### src/rtl/ldrt_pkg.sv
// Shared constants and helpers for the longest distinct run tracker.
// Stand-alone package; used by the position memory and the top level.
`timescale 1ns / 1ps

package ldrt_pkg;

  // fixed field widths
  localparam int unsigned CHAR_W = 8;
  localparam int unsigned LEN_W  = 17;
  localparam int unsigned CHAR_VALUES = 1 << CHAR_W;

  // parameter defaults
  localparam int unsigned MAX_LEN_DEF  = 65536;
  localparam int unsigned ALPHABET_DEF = 256;

  // map from character byte to table index
  typedef logic [CHAR_VALUES-1:0][CHAR_W-1:0] char_map_t;

  // character modulo alphabet, built by counting so no divider is needed
  function automatic char_map_t char_map(input int unsigned alpha);
    char_map_t   map;
    int unsigned r;
    r = 0;
    for (int unsigned i = 0; i < CHAR_VALUES; i++) begin
      map[i] = CHAR_W'(r);
      if (r + 1 == alpha) begin
        r = 0;
      end else begin
        r = r + 1;
      end
    end
    return map;
  endfunction

endpackage

### src/rtl/ldrt_pos_mem.sv
// Last-seen position memory: one write port, one registered read port.
// Depends on ldrt_pkg for the default depth, ALPHABET_DEF.
`timescale 1ns / 1ps

module ldrt_pos_mem import ldrt_pkg::*; #(
  parameter int unsigned DEPTH = ALPHABET_DEF,
  parameter int unsigned IDX_W = 8,
  parameter int unsigned DATA_W = 16
) (
  input  logic              clk,
  input  logic              rd_en,
  input  logic [IDX_W-1:0]  rd_addr,
  output logic [DATA_W-1:0] rd_data,
  input  logic              wr_en,
  input  logic [IDX_W-1:0]  wr_addr,
  input  logic [DATA_W-1:0] wr_data
);

  logic [DATA_W-1:0] mem [DEPTH];
  logic [DATA_W-1:0] rd_data_r;

  // write port
  always_ff @(posedge clk) begin
    if (wr_en) begin
      mem[wr_addr] <= wr_data;
    end
  end

  // read port, data held between reads
  always_ff @(posedge clk) begin
    if (rd_en) begin
      rd_data_r <= mem[rd_addr];
    end
  end

  assign rd_data = rd_data_r;

endmodule

### src/rtl/longest_distinct_run_tracker.sv
// Longest repeat-free run tracker, top level.
// Depends on ldrt_pkg and ldrt_pos_mem.
//
//   channel | ports                                   | direction
//   --------+-----------------------------------------+----------
//   input   | in_valid, in_stall, in_char_in,         | in
//           | in_first_of_string, in_last_of_string   |
//   result  | out_valid, out_stall, out_window_length,| out
//           | out_longest_so_far, out_at_end,         |
//           | out_overflow                            |
//
// One item per cycle while out_stall is low; out_valid rises as the item leaves
// stage one. Memory is read at accept, the item updates state in stage one while
// a forwarding register covers a write to the same entry by the item ahead.
// Synchronous active-low reset clears seen marks and counters at once.
// A stalled result holds the output register; the update stage then waits
// and in_stall rises, so nothing in flight is lost.
`timescale 1ns / 1ps

module longest_distinct_run_tracker import ldrt_pkg::*; #(
  parameter int unsigned MAX_LEN  = MAX_LEN_DEF,
  parameter int unsigned ALPHABET = ALPHABET_DEF
) (
  input  logic              clk,
  input  logic              rst_n,
  input  logic              in_valid,
  output logic              in_stall,
  input  logic [CHAR_W-1:0] in_char_in,
  input  logic              in_first_of_string,
  input  logic              in_last_of_string,
  output logic              out_valid,
  input  logic              out_stall,
  output logic [LEN_W-1:0]  out_window_length,
  output logic [LEN_W-1:0]  out_longest_so_far,
  output logic              out_at_end,
  output logic              out_overflow
);

  localparam int unsigned IDX_W = (ALPHABET > 1) ? $clog2(ALPHABET) : 1;
  localparam int unsigned CNT_W = $clog2(MAX_LEN + 1);
  localparam int unsigned POS_W = $clog2(MAX_LEN);
  localparam char_map_t   CHAR_MAP = char_map(ALPHABET);
  localparam logic [CNT_W-1:0] CNT_LIMIT = CNT_W'(MAX_LEN);

  // pipeline control
  logic             s1_valid_r;
  logic             s1_go;
  logic             in_fire;
  logic             out_valid_r;
  logic             out_free;

  // stage one payload
  logic [IDX_W-1:0] in_idx;
  logic [IDX_W-1:0] s1_idx_r;
  logic             s1_first_r;
  logic             s1_last_r;
  logic             fwd_hit_r;
  logic [POS_W-1:0] fwd_pos_r;

  // string state
  logic [CNT_W-1:0]    left_r, left_nxt;
  logic [CNT_W-1:0]    cnt_r, cnt_nxt;
  logic [CNT_W-1:0]    best_r, best_nxt;
  logic                ovf_r, ovf_nxt;
  logic [ALPHABET-1:0] seen_r, seen_nxt;

  // stage one datapath
  logic [POS_W-1:0] rd_pos;
  logic [POS_W-1:0] last_pos;
  logic [CNT_W-1:0] left_eff, cnt_eff, best_eff;
  logic             ovf_eff;
  logic             tracked;
  logic             seen_bit;
  logic [CNT_W-1:0] after;
  logic [CNT_W-1:0] run;
  logic             wr_en;
  logic [POS_W-1:0] wr_pos;
  logic [CNT_W+LEN_W-1:0] run_ext, best_ext;

  // handshake
  assign out_free = !out_valid_r || !out_stall;
  assign s1_go    = s1_valid_r && out_free;
  assign in_stall = s1_valid_r && !out_free;
  assign in_fire  = in_valid && !in_stall;
  assign in_idx   = CHAR_MAP[in_char_in][IDX_W-1:0];

  ldrt_pos_mem #(
    .DEPTH  (ALPHABET),
    .IDX_W  (IDX_W),
    .DATA_W (POS_W)
  ) u_pos_mem (
    .clk     (clk),
    .rd_en   (in_fire),
    .rd_addr (in_idx),
    .rd_data (rd_pos),
    .wr_en   (wr_en),
    .wr_addr (s1_idx_r),
    .wr_data (wr_pos)
  );

  // update stage: string clear, window move, best length, overflow flag
  always_comb begin
    if (s1_first_r) begin
      left_eff = '0;
      cnt_eff  = '0;
      best_eff = '0;
      ovf_eff  = 1'b0;
      seen_bit = 1'b0;
    end else begin
      left_eff = left_r;
      cnt_eff  = cnt_r;
      best_eff = best_r;
      ovf_eff  = ovf_r;
      seen_bit = seen_r[s1_idx_r];
    end
    last_pos = fwd_hit_r ? fwd_pos_r : rd_pos;
    after    = CNT_W'(last_pos) + CNT_W'(1);
    tracked  = cnt_eff < CNT_LIMIT;
    wr_pos   = cnt_eff[POS_W-1:0];
    wr_en    = s1_go && tracked;

    left_nxt = left_eff;
    cnt_nxt  = cnt_eff;
    best_nxt = best_eff;
    ovf_nxt  = ovf_eff;
    seen_nxt = s1_first_r ? '0 : seen_r;

    if (tracked) begin
      if (seen_bit && (after > left_eff)) begin
        left_nxt = after;
      end
      run = cnt_eff - left_nxt + CNT_W'(1);
      if (run > best_eff) begin
        best_nxt = run;
      end
      cnt_nxt = cnt_eff + CNT_W'(1);
      seen_nxt[s1_idx_r] = 1'b1;
    end else begin
      ovf_nxt = 1'b1;
      run     = cnt_eff - left_eff;
    end

    run_ext  = {{LEN_W{1'b0}}, run};
    best_ext = {{LEN_W{1'b0}}, best_nxt};
  end

  // string state registers
  always_ff @(posedge clk) begin
    if (!rst_n) begin
      left_r <= '0;
      cnt_r  <= '0;
      best_r <= '0;
      ovf_r  <= 1'b0;
      seen_r <= '0;
    end else if (s1_go) begin
      left_r <= left_nxt;
      cnt_r  <= cnt_nxt;
      best_r <= best_nxt;
      ovf_r  <= ovf_nxt;
      seen_r <= seen_nxt;
    end
  end

  // stage one valid and forwarding control
  always_ff @(posedge clk) begin
    if (!rst_n) begin
      s1_valid_r <= 1'b0;
      fwd_hit_r  <= 1'b0;
    end else begin
      if (in_fire) begin
        s1_valid_r <= 1'b1;
        fwd_hit_r  <= wr_en && (s1_idx_r == in_idx);
      end else if (s1_go) begin
        s1_valid_r <= 1'b0;
      end
    end
  end

  // stage one payload
  always_ff @(posedge clk) begin
    if (in_fire) begin
      s1_idx_r   <= in_idx;
      s1_first_r <= in_first_of_string;
      s1_last_r  <= in_last_of_string;
      fwd_pos_r  <= wr_pos;
    end
  end

  // output register
  always_ff @(posedge clk) begin
    if (!rst_n) begin
      out_valid_r <= 1'b0;
    end else if (s1_go) begin
      out_valid_r <= 1'b1;
    end else if (!out_stall) begin
      out_valid_r <= 1'b0;
    end
  end

  always_ff @(posedge clk) begin
    if (s1_go) begin
      out_window_length  <= run_ext[LEN_W-1:0];
      out_longest_so_far <= best_ext[LEN_W-1:0];
      out_at_end         <= s1_last_r;
      out_overflow       <= ovf_nxt;
    end
  end

  assign out_valid = out_valid_r;

endmodule

### config.mk
export PLATFORM = sky130hd
export DESIGN_NAME = longest_distinct_run_tracker
export DESIGN_NICKNAME = d
export VERILOG_FILES = /design/src/rtl/ldrt_pkg.sv /design/src/rtl/ldrt_pos_mem.sv /design/src/rtl/longest_distinct_run_tracker.sv
export SDC_FILE = /design/constraint.sdc
export NUM_CORES = 2
export LEC_CHECK = 0
export BUFFER_PORTS_ARGS = -buffer_cell sky130_fd_sc_hd__buf_2
export CORE_MARGIN = 10
export CORE_UTILIZATION = 25
export DETAILED_ROUTE_END_ITERATION = 12
export PLACE_DENSITY_LB_ADDON = 0.3
export SYNTH_ARGS = -nofsm -noshare
export SYNTH_HDL_FRONTEND = slang
export SYNTH_SLANG_ARGS = --single-unit
### constraint.sdc
create_clock -name clk -period 12.15 [get_ports clk]
set_clock_uncertainty 0.2 [all_clocks]
set_input_delay 1.215 -clock clk [delete_from_list [all_inputs] [get_ports clk]]
set_output_delay 1.215 -clock clk [all_outputs]
set_load 0.005 [all_outputs]
==> results.toml <==
[clock_tree]
h-tree-depth = 5
cts_root_buf = "clkbuf_16"
clkTransAtPathRegs_ns = 0.06
numCtsBuffers = 460
cts_hold_buf = 0
clk_path_buf_depth = 4
worstSkewPairLatency_ns = 1.05
postCtsSetupRepairBufs = 0
clkSinkCount = 4485
cts_tree = "built"
cts_resized = 0

[floorplan]
initial_utilization_pct = 25.1
die_width_microns = 855
io_pins = 52
die_h_microns = 855
placementRows = 306
core_sq_um = 694000
fp.dieArea_sq_um = 730000

[synthesis]
synth_edf_count = 4174
synth_area_leaders = "edfxtp_1 72%, mux4_2 18%, dfxtp_1 3.6%"
postSynthAreaPerCell_sq_um = 21.8
synth_area_sq_um = 174000
synth_flop_cell = "edfxtp_1"
synth_seq_cells = 4485
yosysTopAreaCell = "edfxtp_1"
synthesis.nets = 8080
synth.yosys.seq_area_share_pct = 75.6
synthArstFlopShare_pct = 0
ys_warn_count = 0
synth_top_area_share_pct = 72.0
synth.distinct_cells = 63
netlist_instances = 7981

[sta]
finalSetupViolations = 0
maxSlewViolCount = 0
tns_ns = 0
finalCritPeriodShare_pct = 85.1
finalCriticalPeriod_ns = 10.33
worst_pin_slew_ns = 1.49
timing.hold.ws_ns = 0.216
hold_viol = 0
rsz0062_at_grt = "no"
max_freq_ghz = 0.0968
slew_headroom_pct = 0.574

[worst_hold_path]
min-delay-path-class = "in2reg"
min_from = "in_first_of_string"

[setup_path]
worstReg2RegStart = "fwd_hit_r"
end_kind = "register"
startpoint = "fwd_hit_r"
start_kind = "register"
crit_type = "reg2reg"
cpMaxStageDelayCell = "and2_1"
cpPeakStageDelay_ns = 0.87
cp_common_cell = "ha_1"
cp.arrival_ns = 11.01
worstPathMaxFanout = 34
required_ns = 12.82

[global_routing]
grt_max_degree = 195
grt_pass1_vias = 86642
grt_overflow = 0
antenna_found_initial = 62
grt_pass1_wl_mm = 696
track_usage_pct = 13.2

[cells_and_area]
num-nets-final = 8367
syn_to_final_growth_pct = 16.2
drive_gt1_share_pct = 29.7
fillers = 67075

[pwr]
p_leak_nw = 69.5
ir_drop_mv = 0.138
p_per_area_nw_per_um2 = 156

[run_status]
violations = "max-capacitance violations"
status = "finished, violations left"

[routing]
drtPass1Iterations = 6
drc = 0
ant_nets = 0
first_iter_violations = 10445
wl_mm = 499
vias = 84710
wl_per_cell_microns = 27.8
via_per_inst = 4.73

[place]
io_buffer_count = 51
dp_hpwl_mm = 285
gp_congestion = 0.800

[job]
maxCapViolations = 1
-- Yosys cell counts (5+ instances only) --
| library cell | n |
|---|---|
| edfxtp_1 | 4174 |
| mux4_2 | 1413 |
| nor2_1 | 593 |
| dfxtp_1 | 311 |
| a21oi_1 | 305 |
| clkbuf_1 | 292 |
| nand2_1 | 141 |
| buf_1 | 116 |
| ha_1 | 83 |
| nand2b_1 | 46 |
| o21ai_0 | 43 |
| buf_2 | 41 |
| mux2i_1 | 40 |
| nand3_1 | 39 |
| xnor2_1 | 39 |
| nor2b_1 | 37 |
| a22oi_1 | 31 |
| inv_1 | 25 |
| xor2_1 | 24 |
| a211oi_1 | 18 |
| o21a_1 | 18 |
| nand4_1 | 12 |
| a21o_1 | 11 |
| nor3_1 | 11 |
| or2_2 | 11 |
| a311oi_1 | 10 |
| and3_1 | 10 |
| or3_1 | 7 |
| a21boi_0 | 6 |
| o2111ai_1 | 5 |
| o211a_1 | 5 |
| o211ai_1 | 5 |
-- metrics by stage --
stage / area (sq um) / std cells / total power [W] / util, % / setup WS [ns]
floorplan: 174000 / 7981 / 0.0177 / - / 0.129
global placement: 188000 / 17046 / 0.0180 / 27.0 / 1.79
detailed placement: 188000 / 17046 / 0.0180 / 27.0 / 1.87
CTS: 202000 / 17905 / 0.0319 / 29.1 / 1.80
global route: 202000 / 17906 / 0.0325 / 29.1 / 0.739
finish: 202000 / 17920 / 0.0316 / 29.1 / 1.82
-- final timing paths --
| kind | end | slack (ns) | cells past startpoint |
|---|---|---|---|
| worst max-delay path | best_r[0] | 1.82 | 41 |
| worst min-delay path | s1_first_r | 0.22 | 1 |
| worst max register to register | best_r[0] | 1.82 | 41 |
| worst min register to register | out_at_end | 0.22 | 0 |
-- metal layers --
layer	GRT usage, %	vias to the layer above	wire length [microns]
met4	3.48	8	13900
li1	-	34064	-
met2	21.6	3435	239000
met3	2.30	727	36600
met1	18.2	46476	210000
met5	0	-	55
-- where the power goes --
part / switching (W) / total, W / internal (W)
clock network: 0.00609 / 0.0139 / 0.00784
logic: 0.000609 / 0.000947 / 0.000338
registers: 0.0000206 / 0.0167 / 0.0167
-- flip-flops by register name, indices dropped and copies added, names as in the netlist, 8 cells and up --
name / flops
out_longest_so_far: 17
s1_idx_r: 8
out_window_length: 17
left_r: 17
u_pos_mem.mem: 4096
best_r: 17
seen_r: 256
cnt_r: 17
u_pos_mem.rd_data: 16
fwd_pos_r: 16
-- placed cells by master, fill, tap and decap left out, drive strengths merged, types with 12 or more instances in the layout --
cell         n
buf        282
mux2i       40
clkinv     217
a22oi       31
a21oi      305
nand2b      46
xor2        24
nand2      141
edfxtp    4174
clkbuf     570
bufinv      35
clkinvlp    22
mux4      1413
a211oi      19
diode       15
ha          83
nand4       12
nand3       39
xnor2       39
nor2       593
o21ai       43
o21a        18
inv         41
dfxtp      311
nor2b       37
-- layout make-up --
| type | instances | area [sq um] | area share, % |
|---|---|---|---|
| Multi-Input combinational cell | 3013 | 41900 | 20.7 |
| Inverter | 26 | 120 | 0.0594 |
| Clock inverter | 289 | 2640 | 1.31 |
| Timing Repair Buffer | 282 | 2330 | 1.15 |
| Sequential cell | 4485 | 132000 | 65.0 |
| Antenna cell | 15 | 37.5 | 0.0186 |
| Tap cell | 9240 | 11600 | 5.71 |
| Clock buffer | 570 | 12100 | 6.00 |
-- cells by family (layout without fill, tap and decap cells) --
| family | Yosys count | after routing | share of synthesized area, % |
|---|---|---|---|
| DFF | 4485 | 4485 | 75.6 |
| xor gates and xnor gates | 63 | 63 | 0.317 |
| other | 0 | 15 | 0 |
| AOI/OAI and AO/OA | 485 | 485 | 1.63 |
| adders and majority gates | 85 | 85 | 0.619 |
| muxes | 1456 | 1456 | 18.5 |
| and+or+nand+nor | 924 | 924 | 2.24 |
| buffers and inverters | 483 | 1167 | 1.09 |
-- worst max-delay path, delay by kind of cell (launching register included) --
family / cells / cell delay, ns
compound gates: 15 / 3.73
simple gates: 10 / 2.19
fa+ha+maj: 6 / 1.43
mux: 4 / 1.20
buf+inv: 5 / 0.96
flops: 1 / 0.30
xor+xnor: 1 / 0.16
Note: power is estimated with default switching activity, not from simulation.
